==> src/hw/rtl/mtc_pkg.sv <==
// ----------------------------------------------------------------------------
// mtc_pkg
// Shared types, character codes and the Morse code table of the text codec.
// ----------------------------------------------------------------------------
package mtc_pkg;

  // Longest decodable symbol run; longer runs decode to byte 0.
  localparam int MAX_CODE_LEN = 5;
  localparam int CNT_W        = $clog2(MAX_CODE_LEN + 2);
  // Longest code in the table.
  localparam int CODE_W       = 5;
  localparam int LEN_W        = 3;
  localparam int NUM_CODES    = 36;
  localparam int IDX_W        = 6;

  localparam int FIFO_DEPTH   = 4;
  localparam int FIFO_AW      = $clog2(FIFO_DEPTH);

  localparam logic [7:0] CH_DOT   = 8'h2E;
  localparam logic [7:0] CH_DASH  = 8'h2D;
  localparam logic [7:0] CH_SPACE = 8'h20;
  localparam logic [7:0] CH_NL    = 8'h0A;
  localparam logic [7:0] CH_NUL   = 8'h00;
  localparam logic [7:0] CH_UA    = 8'h41;
  localparam logic [7:0] CH_UZ    = 8'h5A;
  localparam logic [7:0] CH_LA    = 8'h61;
  localparam logic [7:0] CH_LZ    = 8'h7A;
  localparam logic [7:0] CH_0     = 8'h30;
  localparam logic [7:0] CH_1     = 8'h31;
  localparam logic [7:0] CH_9     = 8'h39;
  localparam logic [7:0] CASE_OFS = 8'h20;

  // One table entry: symbol count and symbols, first symbol in the highest
  // used bit, 1 = dash.
  typedef struct packed {
    logic [LEN_W-1:0]  len;
    logic [CODE_W-1:0] pat;
  } code_t;

  // Work for the output serializer; emitted in field order, each part
  // only where present.
  typedef struct packed {
    logic [LEN_W-1:0]  sym_cnt;
    logic [CODE_W-1:0] sym_pat;   // left aligned, next symbol in the top bit
    logic              sp1;
    logic              sp2;
    logic              chr_vld;
    logic [7:0]        chr;
    logic              err;
    logic              nl;
  } job_t;

  typedef struct packed {
    logic full;
    logic not_empty;
  } fifo_stat_t;

  function automatic code_t code_lookup(input logic [IDX_W-1:0] idx);
    code_t e;
    unique case (idx)
      6'd0:  e = {3'd2, 5'b00001};
      6'd1:  e = {3'd4, 5'b01000};
      6'd2:  e = {3'd4, 5'b01010};
      6'd3:  e = {3'd3, 5'b00100};
      6'd4:  e = {3'd1, 5'b00000};
      6'd5:  e = {3'd4, 5'b00010};
      6'd6:  e = {3'd3, 5'b00110};
      6'd7:  e = {3'd4, 5'b00000};
      6'd8:  e = {3'd2, 5'b00000};
      6'd9:  e = {3'd4, 5'b00111};
      6'd10: e = {3'd3, 5'b00101};
      6'd11: e = {3'd4, 5'b00100};
      6'd12: e = {3'd2, 5'b00011};
      6'd13: e = {3'd2, 5'b00010};
      6'd14: e = {3'd3, 5'b00111};
      6'd15: e = {3'd4, 5'b00110};
      6'd16: e = {3'd4, 5'b01101};
      6'd17: e = {3'd3, 5'b00010};
      6'd18: e = {3'd3, 5'b00000};
      6'd19: e = {3'd1, 5'b00001};
      6'd20: e = {3'd3, 5'b00001};
      6'd21: e = {3'd4, 5'b00001};
      6'd22: e = {3'd3, 5'b00011};
      6'd23: e = {3'd4, 5'b01001};
      6'd24: e = {3'd4, 5'b01011};
      6'd25: e = {3'd4, 5'b01100};
      6'd26: e = {3'd5, 5'b01111};
      6'd27: e = {3'd5, 5'b00111};
      6'd28: e = {3'd5, 5'b00011};
      6'd29: e = {3'd5, 5'b00001};
      6'd30: e = {3'd5, 5'b00000};
      6'd31: e = {3'd5, 5'b10000};
      6'd32: e = {3'd5, 5'b11000};
      6'd33: e = {3'd5, 5'b11100};
      6'd34: e = {3'd5, 5'b11110};
      6'd35: e = {3'd5, 5'b11111};
      default: e = '0;
    endcase
    return e;
  endfunction

  // Character for a table index, letters in the case asked for.
  function automatic logic [7:0] code_char(input logic [IDX_W-1:0] idx,
                                           input logic upper);
    logic [7:0] c;
    if (idx < IDX_W'(26)) begin
      c = CH_UA + 8'(idx);
      if (!upper) c = c + CASE_OFS;
    end else if (idx < IDX_W'(NUM_CODES - 1)) begin
      c = CH_1 + 8'(idx) - 8'd26;
    end else begin
      c = CH_0;
    end
    return c;
  endfunction

  // {valid, table index} of a letter or digit.
  function automatic logic [IDX_W:0] char_index(input logic [7:0] c);
    logic [7:0] d;
    logic       vld;
    d   = '0;
    vld = 1'b1;
    if (c >= CH_UA && c <= CH_UZ) begin
      d = c - CH_UA;
    end else if (c >= CH_LA && c <= CH_LZ) begin
      d = c - CH_LA;
    end else if (c >= CH_1 && c <= CH_9) begin
      d = c - CH_1 + 8'd26;
    end else if (c == CH_0) begin
      d = 8'(NUM_CODES - 1);
    end else begin
      vld = 1'b0;
    end
    return {vld, d[IDX_W-1:0]};
  endfunction

  // Character for a gathered symbol run, or byte 0 when nothing matches.
  function automatic logic [7:0] decode_code(input logic [CNT_W-1:0] cnt,
                                             input logic [MAX_CODE_LEN-1:0] pat,
                                             input logic upper);
    logic [7:0] res;
    code_t      e;
    res = CH_NUL;
    if (cnt <= CNT_W'(MAX_CODE_LEN)) begin
      for (int i = 0; i < NUM_CODES; i++) begin
        e = code_lookup(IDX_W'(i));
        if (32'(e.len) == 32'(cnt) && 32'(e.pat) == 32'(pat)) begin
          res = code_char(IDX_W'(i), upper);
        end
      end
    end
    return res;
  endfunction

  function automatic logic job_left(input job_t j);
    return (j.sym_cnt != '0) || j.sp1 || j.sp2 || j.chr_vld || j.nl;
  endfunction

endpackage

==> src/hw/rtl/mtc_front.sv <==
// ----------------------------------------------------------------------------
// mtc_front
// Accepts characters, tracks the word mode and symbol register, and turns
// each encoded character, decoded word end or error into a serializer job.
// ----------------------------------------------------------------------------
module mtc_front (
  input  logic                clk,
  input  logic                rst_n,
  input  logic                in_valid,
  output logic                in_stall,
  input  logic [7:0]          in_char_in,
  input  logic                in_word_last,
  input  logic                in_line_last,
  input  logic                cfg_valid,
  input  logic                cfg_upper_case,
  input  mtc_pkg::fifo_stat_t fifo_stat,
  output logic                push,
  output mtc_pkg::job_t       push_job
);
  import mtc_pkg::*;

  localparam logic [1:0] MODE_START = 2'd0;
  localparam logic [1:0] MODE_ENC   = 2'd1;
  localparam logic [1:0] MODE_DEC   = 2'd2;
  localparam logic [1:0] MODE_DROP  = 2'd3;

  logic [1:0]              mode_r, mode_nxt;
  logic [CNT_W-1:0]        cnt_r, cnt_nxt;
  logic [MAX_CODE_LEN-1:0] pat_r, pat_nxt;
  logic                    upper_r;

  logic                    accept;
  logic                    word_end;
  logic [IDX_W:0]          cidx;
  logic                    is_alnum;
  logic                    is_sym;
  logic [1:0]              eff_mode;
  code_t                   code;
  logic [CNT_W-1:0]        dcnt;
  logic [MAX_CODE_LEN-1:0] dpat;

  assign in_stall = fifo_stat.full;
  assign accept   = in_valid && !in_stall;
  assign word_end = in_word_last || in_line_last;
  assign cidx     = char_index(in_char_in);
  assign is_alnum = cidx[IDX_W];
  assign is_sym   = (in_char_in == CH_DOT) || (in_char_in == CH_DASH);
  assign code     = code_lookup(cidx[IDX_W-1:0]);

  // Symbol register after taking this character; it saturates one past
  // the longest code so that overlong runs decode to byte 0.
  always_comb begin
    if (cnt_r < CNT_W'(MAX_CODE_LEN)) begin
      dpat = {pat_r[MAX_CODE_LEN-2:0], in_char_in == CH_DASH};
      dcnt = cnt_r + CNT_W'(1);
    end else begin
      dpat = pat_r;
      dcnt = CNT_W'(MAX_CODE_LEN + 1);
    end
  end

  always_comb begin
    if (mode_r == MODE_START) begin
      eff_mode = is_alnum ? MODE_ENC : (is_sym ? MODE_DEC : MODE_START);
    end else begin
      eff_mode = mode_r;
    end
  end

  always_comb begin
    mode_nxt = mode_r;
    cnt_nxt  = cnt_r;
    pat_nxt  = pat_r;
    push     = 1'b0;
    push_job = '0;
    if (accept) begin
      if (mode_r == MODE_DROP) begin
        if (in_line_last) mode_nxt = MODE_START;
      end else if (eff_mode == MODE_ENC && is_alnum) begin
        push             = 1'b1;
        push_job.sym_cnt = code.len;
        push_job.sym_pat = code.pat << (LEN_W'(CODE_W) - code.len);
        push_job.sp1     = 1'b1;
        push_job.sp2     = word_end;
        push_job.nl      = in_line_last;
        mode_nxt         = word_end ? MODE_START : MODE_ENC;
      end else if (eff_mode == MODE_DEC && is_sym) begin
        if (word_end) begin
          push             = 1'b1;
          push_job.chr_vld = 1'b1;
          push_job.chr     = decode_code(dcnt, dpat, upper_r);
          push_job.nl      = in_line_last;
          cnt_nxt          = '0;
          pat_nxt          = '0;
          mode_nxt         = MODE_START;
        end else begin
          cnt_nxt  = dcnt;
          pat_nxt  = dpat;
          mode_nxt = MODE_DEC;
        end
      end else begin
        // Class break: one error result, then the line is dropped.
        push             = 1'b1;
        push_job.chr_vld = 1'b1;
        push_job.chr     = CH_NUL;
        push_job.err     = 1'b1;
        cnt_nxt          = '0;
        pat_nxt          = '0;
        mode_nxt         = in_line_last ? MODE_START : MODE_DROP;
      end
    end
  end

  always_ff @(posedge clk) begin
    if (!rst_n) begin
      mode_r  <= MODE_START;
      cnt_r   <= '0;
      pat_r   <= '0;
      upper_r <= 1'b0;
    end else begin
      mode_r <= mode_nxt;
      cnt_r  <= cnt_nxt;
      pat_r  <= pat_nxt;
      if (cfg_valid) upper_r <= cfg_upper_case;
    end
  end

`ifndef NO_ASSERTIONS
  a_dec_has_symbols: assert property (@(posedge clk) disable iff (!rst_n)
    mode_r == MODE_DEC |-> cnt_r != '0)
    else $error("decode mode with an empty symbol register");

  a_idle_reg_clear: assert property (@(posedge clk) disable iff (!rst_n)
    mode_r != MODE_DEC |-> (cnt_r == '0 && pat_r == '0))
    else $error("symbol register not cleared outside decode mode");

  a_no_push_when_dropping: assert property (@(posedge clk) disable iff (!rst_n)
    mode_r == MODE_DROP |-> !push)
    else $error("job pushed while dropping the line");
`endif

endmodule

==> src/hw/rtl/mtc_job_fifo.sv <==
// ----------------------------------------------------------------------------
// mtc_job_fifo
// Short queue of serializer jobs between the front and the back.
// ----------------------------------------------------------------------------
module mtc_job_fifo (
  input  logic                clk,
  input  logic                rst_n,
  input  logic                push,
  input  mtc_pkg::job_t       push_job,
  input  logic                pop,
  output mtc_pkg::job_t       head_job,
  output mtc_pkg::fifo_stat_t stat
);
  import mtc_pkg::*;

  job_t                 mem [FIFO_DEPTH];
  logic [FIFO_AW-1:0]   wr_ptr_r;
  logic [FIFO_AW-1:0]   rd_ptr_r;
  logic [FIFO_AW:0]     cnt_r;
  logic [FIFO_AW:0]     cnt_nxt;

  assign head_job       = mem[rd_ptr_r];
  assign stat.full      = (cnt_r == (FIFO_AW + 1)'(FIFO_DEPTH));
  assign stat.not_empty = (cnt_r != '0);

  always_comb begin
    cnt_nxt = cnt_r;
    if (push && !pop) cnt_nxt = cnt_r + (FIFO_AW + 1)'(1);
    if (pop && !push) cnt_nxt = cnt_r - (FIFO_AW + 1)'(1);
  end

  always_ff @(posedge clk) begin
    if (push) mem[wr_ptr_r] <= push_job;
  end

  always_ff @(posedge clk) begin
    if (!rst_n) begin
      wr_ptr_r <= '0;
      rd_ptr_r <= '0;
      cnt_r    <= '0;
    end else begin
      if (push) wr_ptr_r <= wr_ptr_r + FIFO_AW'(1);
      if (pop)  rd_ptr_r <= rd_ptr_r + FIFO_AW'(1);
      cnt_r <= cnt_nxt;
    end
  end

`ifndef NO_ASSERTIONS
  a_no_overflow: assert property (@(posedge clk) disable iff (!rst_n)
    push |-> (!stat.full || pop))
    else $error("job queue overflow");

  a_no_underflow: assert property (@(posedge clk) disable iff (!rst_n)
    pop |-> stat.not_empty)
    else $error("job queue underflow");

  a_count_bound: assert property (@(posedge clk) disable iff (!rst_n)
    cnt_r <= (FIFO_AW + 1)'(FIFO_DEPTH))
    else $error("job queue count out of range");
`endif

endmodule

==> src/hw/rtl/mtc_back.sv <==
// ----------------------------------------------------------------------------
// mtc_back
// Output serializer: walks one job at a time and sends one result per word
// through a registered output stage.
// ----------------------------------------------------------------------------
module mtc_back (
  input  logic                clk,
  input  logic                rst_n,
  input  mtc_pkg::job_t       head_job,
  input  mtc_pkg::fifo_stat_t fifo_stat,
  output logic                pop,
  output logic                out_valid,
  input  logic                out_stall,
  output logic [7:0]          out_char_out,
  output logic                out_is_error,
  output logic                out_last
);
  import mtc_pkg::*;

  job_t       cur_r, cur_nxt;
  logic       busy_r, busy_nxt;
  logic       out_valid_r;
  logic [7:0] out_char_r;
  logic       out_err_r;
  logic       out_last_r;

  job_t       rest;
  logic [7:0] emit_char;
  logic       emit_err;
  logic       emit_last;
  logic       emit;

  // Next result of the current job and what is left after it.
  always_comb begin
    rest      = cur_r;
    emit_char = CH_NUL;
    emit_err  = 1'b0;
    if (cur_r.sym_cnt != '0) begin
      emit_char     = cur_r.sym_pat[CODE_W-1] ? CH_DASH : CH_DOT;
      rest.sym_pat  = cur_r.sym_pat << 1;
      rest.sym_cnt  = cur_r.sym_cnt - LEN_W'(1);
    end else if (cur_r.sp1) begin
      emit_char = CH_SPACE;
      rest.sp1  = 1'b0;
    end else if (cur_r.sp2) begin
      emit_char = CH_SPACE;
      rest.sp2  = 1'b0;
    end else if (cur_r.chr_vld) begin
      emit_char    = cur_r.chr;
      emit_err     = cur_r.err;
      rest.chr_vld = 1'b0;
    end else begin
      emit_char = CH_NL;
      rest.nl   = 1'b0;
    end
    emit_last = !job_left(rest);
  end

  assign emit = busy_r && (!out_valid_r || !out_stall);
  assign pop  = fifo_stat.not_empty && (!busy_r || (emit && emit_last));

  always_comb begin
    busy_nxt = busy_r;
    cur_nxt  = cur_r;
    if (pop) begin
      busy_nxt = 1'b1;
      cur_nxt  = head_job;
    end else if (emit) begin
      busy_nxt = !emit_last;
      cur_nxt  = rest;
    end
  end

  always_ff @(posedge clk) begin
    cur_r <= cur_nxt;
    if (emit) begin
      out_char_r <= emit_char;
      out_err_r  <= emit_err;
      out_last_r <= emit_last;
    end
  end

  always_ff @(posedge clk) begin
    if (!rst_n) begin
      busy_r      <= 1'b0;
      out_valid_r <= 1'b0;
    end else begin
      busy_r <= busy_nxt;
      if (emit) begin
        out_valid_r <= 1'b1;
      end else if (!out_stall) begin
        out_valid_r <= 1'b0;
      end
    end
  end

  assign out_valid    = out_valid_r;
  assign out_char_out = out_char_r;
  assign out_is_error = out_err_r;
  assign out_last     = out_last_r;

`ifndef NO_ASSERTIONS
  a_busy_has_work: assert property (@(posedge clk) disable iff (!rst_n)
    busy_r |-> job_left(cur_r))
    else $error("serializer busy on an empty job");

  a_error_is_lone: assert property (@(posedge clk) disable iff (!rst_n)
    out_valid_r && out_err_r |-> (out_char_r == CH_NUL && out_last_r))
    else $error("error result not alone or not zero");

  a_out_held: assert property (@(posedge clk) disable iff (!rst_n)
    out_valid_r && out_stall |=> out_valid_r && $stable({out_char_r, out_err_r, out_last_r}))
    else $error("stalled result changed");
`endif

endmodule

==> src/hw/rtl/morse_text_codec.sv <==
// ----------------------------------------------------------------------------
// morse_text_codec
// Morse code encoder and decoder for a text line, one character per word.
// ----------------------------------------------------------------------------
// Input channel (in_valid / in_stall): one character with word and line end
// flags per word. Letters and digits are encoded to dots, dashes and spaces;
// a word of dots and dashes is decoded to one character at its end. A line
// end adds a newline unless an error broke the line. A character breaking
// its word's class gives one error result; the rest of the line is dropped.
// Result channel (out_valid / out_stall): one output character per word,
// out_last marks the final result of an input character. Some inputs give
// no result at all.
// Config channel (cfg_valid / cfg_ready): cfg_upper_case selects the case of
// decoded letters. cfg_ready is always high; write only while idle.
// A character's job goes through the job queue, the serializer's job
// register and the output register. The serializer sends one result per
// cycle while the receiver does not stall; a character makes up to 8
// results, and a four-entry job queue lets the input run ahead and
// stalls the input when it is full.
// Reset clears the word mode, symbol register, queue and output stage, and
// sets lower case. A stalled receiver holds the output register and, once
// the queue fills, stalls the input.
module morse_text_codec (
  input  logic       clk,
  input  logic       rst_n,
  input  logic       in_valid,
  output logic       in_stall,
  input  logic [7:0] in_char_in,
  input  logic       in_word_last,
  input  logic       in_line_last,
  output logic       out_valid,
  input  logic       out_stall,
  output logic [7:0] out_char_out,
  output logic       out_is_error,
  output logic       out_last,
  input  logic       cfg_valid,
  output logic       cfg_ready,
  input  logic       cfg_upper_case
);
  import mtc_pkg::*;

  fifo_stat_t fifo_stat;
  logic       push;
  job_t       push_job;
  logic       pop;
  job_t       head_job;

  assign cfg_ready = 1'b1;

  mtc_front u_front (
    .clk            (clk),
    .rst_n          (rst_n),
    .in_valid       (in_valid),
    .in_stall       (in_stall),
    .in_char_in     (in_char_in),
    .in_word_last   (in_word_last),
    .in_line_last   (in_line_last),
    .cfg_valid      (cfg_valid),
    .cfg_upper_case (cfg_upper_case),
    .fifo_stat      (fifo_stat),
    .push           (push),
    .push_job       (push_job)
  );

  mtc_job_fifo u_fifo (
    .clk      (clk),
    .rst_n    (rst_n),
    .push     (push),
    .push_job (push_job),
    .pop      (pop),
    .head_job (head_job),
    .stat     (fifo_stat)
  );

  mtc_back u_back (
    .clk          (clk),
    .rst_n        (rst_n),
    .head_job     (head_job),
    .fifo_stat    (fifo_stat),
    .pop          (pop),
    .out_valid    (out_valid),
    .out_stall    (out_stall),
    .out_char_out (out_char_out),
    .out_is_error (out_is_error),
    .out_last     (out_last)
  );

endmodule

==> config.mk <==
export PLATFORM = sky130hd
export DESIGN_NAME = morse_text_codec
export DESIGN_NICKNAME = d
export VERILOG_FILES = /design/src/hw/rtl/mtc_pkg.sv /design/src/hw/rtl/mtc_front.sv /design/src/hw/rtl/mtc_job_fifo.sv /design/src/hw/rtl/mtc_back.sv /design/src/hw/rtl/morse_text_codec.sv
export SDC_FILE = /design/constraint.sdc
export NUM_CORES = 1
export LEC_CHECK = 0
export BUFFER_PORTS_ARGS = -buffer_cell sky130_fd_sc_hd__buf_4
export CORE_MARGIN = 2
export CORE_UTILIZATION = 62
export DETAILED_ROUTE_END_ITERATION = 10
export PLACE_DENSITY = 0.8
export SYNTH_ARGS = -nofsm -noshare
export SYNTH_HDL_FRONTEND = slang
export SYNTH_SLANG_ARGS = --single-unit
==> constraint.sdc <==
create_clock -name clk -period 5.56 [get_ports clk]
set_clock_uncertainty 0.1 [all_clocks]
set_input_delay 0.556 -clock clk [delete_from_list [all_inputs] [get_ports clk]]
set_output_delay 0.556 -clock clk [all_outputs]
set_load 0.01 [all_outputs]
==> flow_summary.toml, run 1 <==
[run_status]
outcome = "complete, no violations"

[clock_network]
clockBufferDepth = 2
path_clk_slew_ns = 0.06
numCtsBuffers = 17
postCtsSetupBuffers = 0
cts_tree = "built"
cts_resized = 0
cts_max_level = 4
ctsHoldBuffers = 0
cts_root_buf = "clkbuf_16"
clk-insertion-delay-late_ns = 0.41
clock-sinks = 131

[logic_synthesis]
yosysWarnings = 0
synth_area_leader_cell = "edfxtp_1"
synth-edff-count = 109
synth.avg_cell_area_um2 = 11.2
ys_types = 81
ys_top_cells_by_area = "edfxtp_1 45%, mux4_2 6.1%, dfxtp_1 6.0%, nand2_1 3.7%, ha_1 2.9%"
synthArstFlopShare_pct = 0
synth_top_area_share_pct = 44.6
ys_ff_latch = 131
synth_nets = 690
synth_ff_type = "edfxtp_1"
netlist_area_um2 = 7330
yosysSeqAreaShare_pct = 50.6
syn_inst = 656

[power_and_ir_drop]
p_int_mw = 2.51
peakVddDrop_v = 0.000416
p_sw_mw = 1.20
power_density_nw_per_um2 = 453
p_sw_share_pct = 32.4
p_comb_share_pct = 27.9
seqPwrFrac_pct = 40.2
pwr-share-clk_pct = 31.9
p_leak_nw = 2.95
p_total_mw = 3.71

[placement]
dp_cells = 794
io_buffer_count = 26
gp_congestion = 0.918
dp_hpwl_um = 10900
dp_slack_ns = 0.963

[critical_path]
path_cells = "buf_4 -> inv_1 -> ha_1 -> or4b_4 -> a221oi_2 -> inv_1 -> ha_1 -> inv_1 -> mux2i_1 -> a21o_1 -> a211o_1 -> or4_4 -> o211ai_2"
worstPathArrival_ns = 4.39
worstPathMaxFanout = 11
criticalPathCategory = "in2reg"
rr_endpoint = "u_fifo.cnt_r[2]"
crit-reg2reg-launch = "u_back.cur_r[18]"
reg2reg_depth = 16
cp-start-kind = "input pin"
worst_ep_required_time_ns = 5.69
cpMostUsedCell = "inv_1"
cpPeakStageDelay_ns = 0.58
endpoint_kind = "flop"
reg2reg_setup_slack_ns = 1.53
cpMaxStageDelayCell = "or4_4"

[global_routing]
overflow = 0
grt_max_degree = 32
antenna_found_initial = 0
grt_pass1_vias = 5304
grt_usage_pct = 26.4
grt_pass1_wl_um = 26600

[worst_hold_path]
min_to = "u_back.out_valid"
hp-start = "out_stall"
hold_class = "in2reg"
hold_depth = 3

[sta]
layout_min_cycle_time_ns = 4.26
finalCritPeriodShare_pct = 76.6
setup_ws_ns = 1.30
hold_viol = 0
timing.fmax_ghz = 0.235
slew_headroom_pct = 24.3
worst_pin_slew_ns = 1.10
rsz0062_at_grt = "no"
finalSetupViolCount = 0
tns_ns = 0
drv_slew = 0

[detailed_routing]
via_per_inst = 6.50
routed_wl_um = 16200
firstDrtPassIters = 5
drc = 0
wl_per_cell_um = 19.6
final_antenna_net_count = 0
drt-initial-drc-count = 563
via_count = 5371

[cells_and_area]
diodes = 0
n_fill_cell = 787
drive_above_1_share_pct = 15.2
nNetsFinal = 704
syn_to_final_growth_pct = 11.7
final_cell_count_no_fill = 826

[floorplan]
die-height_um = 113
rows = 39
die_x_um = 113
io-pin-count = 29
core_um2 = 11500
fp.dieArea_um2 = 12700
start_util_pct = 63.9

[run]
max-cap-violations = 0
## final cells by class
cell class / instances / area [um^2] / area share [%]
Sequential cell: 131 / 3710 / 45.3
Multi-Input combinational cell: 468 / 3350 / 40.9
Clock buffer: 17 / 425 / 5.19
Timing Repair Buffer: 31 / 233 / 2.84
Clock inverter: 15 / 209 / 2.55
Tap cell: 143 / 179 / 2.18
Inverter: 21 / 78.8 / 0.963
## cells in the final DEF (no fill, tap or decap), types with 5 or more instances in the layout
cell       synthesis  final
nor2b_1           12     12
o211ai_1           5      5
nor3_1            18     18
edfxtp_1         109    109
a21boi_0           5      5
nand3_1           20     20
or3_1              5      5
a211oi_1           9      9
o22ai_1            5      5
mux2i_1           11     11
o31ai_1            5      5
xnor2_1            5      5
a211o_1            5      5
inv_8              0      6
a311oi_1           5      5
o21ai_0           30     30
and3_1             6      6
dfxtp_1           22     22
nand2b_1           7      7
nor2_1            51     51
nor3b_1            6      6
mux2_2             5      5
a21oi_1           25     25
o21a_1             7      7
ha_1              17     17
inv_1             21     21
nand2_1           73     73
clkbuf_16          0     17
buf_4              4     31
mux4_2            20     20
a31oi_1            9      9
and2_1            21     21
## cell usage after synthesis, types with 3 or more instances
| cell | number |
|---|---|
| nand2b_1 | 7 |
| and2_1 | 21 |
| buf_4 | 4 |
| a2bb2oi_1 | 3 |
| a21boi_0 | 5 |
| nor4b_1 | 4 |
| nor3_1 | 18 |
| nand2_1 | 73 |
| nor4_1 | 4 |
| o31ai_1 | 5 |
| a31oi_1 | 9 |
| clkbuf_1 | 19 |
| mux2i_1 | 11 |
| inv_1 | 21 |
| o22ai_1 | 5 |
| nand3_1 | 20 |
| buf_2 | 8 |
| a21oi_1 | 25 |
| nand3b_1 | 3 |
| o211ai_1 | 5 |
| mux2_2 | 5 |
| ha_1 | 17 |
| dfxtp_1 | 22 |
| a311oi_1 | 5 |
| a211oi_1 | 9 |
| o21ai_0 | 30 |
| o21ai_1 | 3 |
| a211o_1 | 5 |
| o211a_1 | 3 |
| o21a_1 | 7 |
| or3_1 | 5 |
| nor3b_1 | 6 |
| and3_1 | 6 |
| mux4_2 | 20 |
| a21o_1 | 4 |
| nor2_1 | 51 |
| xnor2_1 | 5 |
| nor2b_1 | 12 |
| a32o_1 | 3 |
| buf_6 | 4 |
| edfxtp_1 | 109 |
| a221o_1 | 3 |
## worst max-delay path, delay by kind of cell
family | cells | cell delay [ns]
AOI/OAI and AO/OA | 4 | 1.32
adders and majority gates | 2 | 0.63
buffers and inverters | 4 | 0.62
muxes | 1 | 0.13
and+or+nand+nor | 2 | 1.12
## routing by layer
metal / part of all wire [%] / wire length [um] / track usage [%] / vias to the layer above
met3: 5.2 / 837 / 5.14 / 30
met2: 49 / 8000 / 43.9 / 200
li1: - / - / - / 2538
met1: 43 / 7040 / 35.6 / 2603
met5: 0 / 0 / 0 / -
met4: 2.1 / 346 / 8.37 / 0
## sequential cells by signal (all words and copies together), names as in the netlist, 2 cells and up, named ones only
signal               cells
u_back.out_char_out      7
u_fifo.rd_ptr_r          2
u_fifo.wr_ptr_r          2
u_fifo.mem              80
u_front.pat_r            5
u_front.cnt_r            3
u_fifo.cnt_r             3
u_back.cur_r            20
u_front.mode_r           2
## power by group through the flow
stage	Combinational, mW	Sequential [mW]	Clock [mW]
6_report	1.03	1.49	1.18
4_1_cts	1.03	1.49	1.19
5_1_grt	1.13	1.52	1.23
2_1_floorplan	0.758	1.46	0
3_3_place_gp	0.955	1.50	0
3_5_place_dp	0.993	1.51	0
## worst max-delay path by stage
| stage | start | to | slack (ns) | cells past startpoint |
|---|---|---|---|---|
| final | in_char_in[0] | u_fifo.mem[1][17] | 1.30 | 13 |
| after global routing | in_char_in[0] | u_fifo.mem[1][15] | 0.99 | 12 |
| after CTS | in_char_in[0] | u_fifo.mem[1][15] | 1.38 | 13 |
| after detailed placement | in_char_in[0] | u_fifo.mem[0][15] | 0.96 | 13 |
| after global placement | in_char_in[0] | u_fifo.mem[0][17] | 1.15 | 13 |
| after floorplan | in_char_in[1] | u_fifo.mem[0][17] | 1.56 | 14 |
## per-stage QoR
| stage | hold slack, ns | util [%] | cell area (um^2) |
|---|---|---|---|
| 3_5_place_dp | 0.407 | 65.9 | 7550 |
| 4_1_cts | 0.316 | 71.4 | 8190 |
| 2_1_floorplan | 0.372 | - | 7330 |
| 5_1_grt | 0.328 | 71.4 | 8190 |
| 3_3_place_gp | 0.384 | 65.9 | 7550 |
| 6_report | 0.322 | 71.4 | 8190 |
## kinds of logic (layout without fill, tap and decap cells)
family | Yosys count | count (layout) | synth area share, %
buffers and inverters | 57 | 84 | 3.67
xor gates and xnor gates | 7 | 7 | 0.836
DFF | 131 | 131 | 50.6
AOI/OAI and AO/OA | 159 | 159 | 15.6
muxes | 37 | 37 | 8.62
other | 2 | 2 | 0.102
adders and majority gates | 18 | 18 | 3.17
and+or+nand+nor | 245 | 245 | 17.4
No activity file was read; power rests on OpenSTA's default activity.
==> inputs of run 2 (changes only) <==
--- a/config.mk
+++ b/config.mk
@@ -5,11 +5,12 @@
 export SDC_FILE = /design/constraint.sdc
 export NUM_CORES = 1
 export LEC_CHECK = 0
+export ABC_AREA = 1
 export BUFFER_PORTS_ARGS = -buffer_cell sky130_fd_sc_hd__buf_4
 export CORE_MARGIN = 2
-export CORE_UTILIZATION = 62
+export CORE_UTILIZATION = 56
 export DETAILED_ROUTE_END_ITERATION = 10
-export PLACE_DENSITY = 0.8
+export PLACE_DENSITY = 0.76
 export SYNTH_ARGS = -nofsm -noshare
 export SYNTH_HDL_FRONTEND = slang
 export SYNTH_SLANG_ARGS = --single-unit
==> constraint.sdc (replaced) <==
create_clock -name clk -period 3.4 [get_ports clk]
set_clock_uncertainty 0.1 [all_clocks]
set_input_delay 0.34 -clock clk [delete_from_list [all_inputs] [get_ports clk]]
set_output_delay 0.34 -clock clk [all_outputs]
set_load 0.01 [all_outputs]
==> flow_summary.toml, run 2 <==
[logic_synthesis]
synth_nets = 904
synth_area_leader_cell = "edfxtp_1"
synth.avg_cell_area_um2 = 8.34
ys_types = 50
syn_inst = 870
synth-edff-count = 109
synth_ff_type = "edfxtp_1"
netlist_area_um2 = 7260
synth.most_common_cell = "nand2_1"
ys_ff_latch = 131
synth_commonest_cells = "166 x nand2_1, 156 x nor2_1, 109 x edfxtp_1, 94 x inv_1, 75 x o21ai_0"
yosysSeqAreaShare_pct = 51.2
ys_top_cells_by_area = "edfxtp_1 45%, nand2_1 8.6%, nor2_1 8.1%, dfxtp_1 6.1%, o21ai_0 5.2%"
yosysWarnings = 0
synth_top_area_share_pct = 45.1
synthArstFlopShare_pct = 0

[detailed_routing]
drt-initial-drc-count = 587
routed_wl_um = 15800
via_per_inst = 5.40
via_count = 5924
wl_per_cell_um = 14.4
final_antenna_net_count = 0
drc = 0
firstDrtPassIters = 5

[global_routing]
grt_max_degree = 41
antenna_found_initial = 0
overflow = 0
grt_usage_pct = 23.7
grt_pass1_vias = 5414
grt_pass1_wl_um = 26400

[sta]
worst_pin_slew_ns = 1.15
layout_min_cycle_time_ns = 3.23
hold_slack_ns = 0.0597
rsz0062_at_grt = "yes"
finalSetupViolCount = 0
finalCritPeriodShare_pct = 95.0
drv_slew = 0
hold_viol = 0
timing.fmax_ghz = 0.310
slew_headroom_pct = 23.0

[floorplan]
die-height_um = 118
io-pin-count = 29
die_x_um = 118
start_util_pct = 57.5
core_um2 = 12600
fp.dieArea_um2 = 13900
rows = 41

[worst_hold_path]
hold_class = "in2reg"
hp-start = "cfg_upper_case"
min_to = "u_front.upper_r"
hold_depth = 3

[clock_network]
clock-sinks = 131
clk-insertion-delay-late_ns = 0.41
clockBufferDepth = 2
numCtsBuffers = 17
cts_tree = "built"
cts_root_buf = "clkbuf_16"
path_clk_slew_ns = 0.06
cts_max_level = 4
postCtsSetupBuffers = 0

[placement]
placement.cell_area_um2 = 7730
dp_hpwl_um = 11100
gp_congestion = 0.934
dp_cells = 1065
io_buffer_count = 26

[cells_and_area]
nNetsFinal = 946
syn_to_final_growth_pct = 15.6
n_fill_cell = 1044
final_cell_count_no_fill = 1097
final_cell_mix = "165 x nand2_1, 151 x nor2_1, 109 x edfxtp_1"
ff_latch_area_um2 = 3710
drive_above_1_share_pct = 14.4
multi_input_area_um2 = 3050
diodes = 0
fin_area_um2 = 8390
largest_register_ffs = 80
final_common_cell = "nand2_1"
largest_register = "u_fifo.mem"

[power_and_ir_drop]
p_sw_share_pct = 33.6
p_int_mw = 4.00
power_density_nw_per_um2 = 718
pwr-share-clk_pct = 32.0
p_sw_mw = 2.02
p_leak_nw = 3.51
seqPwrFrac_pct = 38.5
peakVddDrop_v = 0.000420
p_comb_share_pct = 29.5

[critical_path]
path_buf_inv = 5
criticalPathCategory = "reg2reg"
worstPathMaxFanout = 8
crit-reg2reg-launch = "u_back.cur_r[18]"
rr_endpoint = "u_fifo.cnt_r[2]"
reg2reg_setup_slack_ns = 0.17
cp-start-kind = "flop"
endpoint_kind = "flop"
worstPathArrival_ns = 3.43
cpPeakStageDelay_ns = 0.45
path_cells = "inv_1 -> ha_1 -> inv_1 -> nor2_4 -> inv_2 -> nor3_4 -> nor2_1 -> nor2_1 -> nand2_1 -> nor4_4 -> nand2_1 -> nand2_1 -> inv_1 -> nor2_4 -> ha_1 -> inv_1 -> fa_1 -> a21oi_1 -> o21ai_1 -> o21ai_1 -> a21oi_1"
cpLargestDelayFamily = "simple AND/OR/NAND/NOR gates"
worst_ep_required_time_ns = 3.60
cpMaxStageDelayCell = "fa_1"
reg2reg_depth = 21
cpMostUsedCell = "inv_1"

[run_status]
outcome = "complete, no violations"

[run]
max-cap-violations = 0
==> run 2: cell count changes in the layout (fill, tap and decap cells not counted), sizes merged, moves of 12 or more <==
cell   change
a21oi     +19
and2      -21
buf       +17
inv       +76
mux4      -20
nand2    +108
nand3     +28
nor2     +109
nor2b     -12
o21ai     +48
==> run 2: cell families (layout without fill, tap and decap cells) <==
logic type / count (synthesis) / in the layout / synth area share [%]
xor+xnor: 8 / 8 / 0.966
compound gates: 152 / 152 / 11.7
simple gates: 427 / 427 / 25.6
flops: 131 / 131 / 51.2
other cells: 2 / 2 / 0.104
fa+ha+maj: 18 / 18 / 3.21
buf+inv: 132 / 187 / 7.28
==> run 2: layout make-up <==
type / count / share of cell area (%)
sequential: 131 / 44.3
multi-input combinational: 607 / 36.4
clock buffer: 17 / 5.07
inverter: 107 / 4.85
timing repair buffer: 48 / 4.44
tap: 172 / 2.57
clock inverter: 15 / 2.45
==> run 2: worst max-delay path by stage <==
stage                startpoint           endpoint  slack [ns]  depth (start not counted)
3_3_place_gp      in_char_in[0]  u_fifo.mem[2][16]        0.06                         23
5_1_grt        u_back.cur_r[19]    u_fifo.cnt_r[2]       -0.13                         21
2_1_floorplan  u_back.cur_r[18]    u_fifo.cnt_r[2]        0.05                         22
3_5_place_dp      in_char_in[0]  u_fifo.mem[2][14]        0.01                         22
4_1_cts        u_back.cur_r[18]    u_fifo.cnt_r[2]        0.04                         19
6_report       u_back.cur_r[18]    u_fifo.cnt_r[2]        0.17                         21
==> run 2: through the flow <==
step | setup TNS, ns | power (mW) | util, % | worst slack, ns
floorplan | 0 | 3.57 | - | 0.0464
global placement | 0 | 4.03 | 61.3 | 0.0610
detailed placement | 0 | 4.09 | 61.3 | 0.0148
CTS | 0 | 6.01 | 66.3 | 0.0435
global route | -0.129 | 6.39 | 66.5 | -0.129
finish | 0 | 6.02 | 66.5 | 0.169
==> run 2: metal layers <==
metal / vias to the layer above / wire [um] / GRT usage (%)
met2: 182 / 7830 / 39.6
met3: 17 / 883 / 5.14
met5: - / 0 / 0
li1: 3005 / - / -
met4: 0 / 144 / 6.17
met1: 2720 / 6990 / 31.4
==> run 2: worst register-to-register path, delay by kind of cell, from the launching register on <==
kind	cells	cell delay (ns)
buffers and inverters	5	0.40
flip-flops	1	0.39
AND/OR/NAND/NOR	9	1.02
adder cells (fa/ha/maj)	3	0.74
AO/OA/AOI/OAI	4	0.47
==> run 2: power by group through the flow <==
| stage | registers, mW | logic, mW | clock network [mW] |
|---|---|---|---|
| 2_1_floorplan | 2.34 | 1.24 | 0 |
| 6_report | 2.32 | 1.78 | 1.93 |
| 5_1_grt | 2.35 | 2.02 | 2.02 |
| 3_5_place_dp | 2.35 | 1.74 | 0 |
| 3_3_place_gp | 2.34 | 1.70 | 0 |
| 4_1_cts | 2.32 | 1.76 | 1.94 |
==> run 2: repair_timing <==
| action | 4_1_cts | 5_1_grt |
|---|---|---|
| hold buffers | 0 | 0 |
| gates resized for setup | 0 | 11 |
| endpoints found under the setup margin | 0 | 34 |
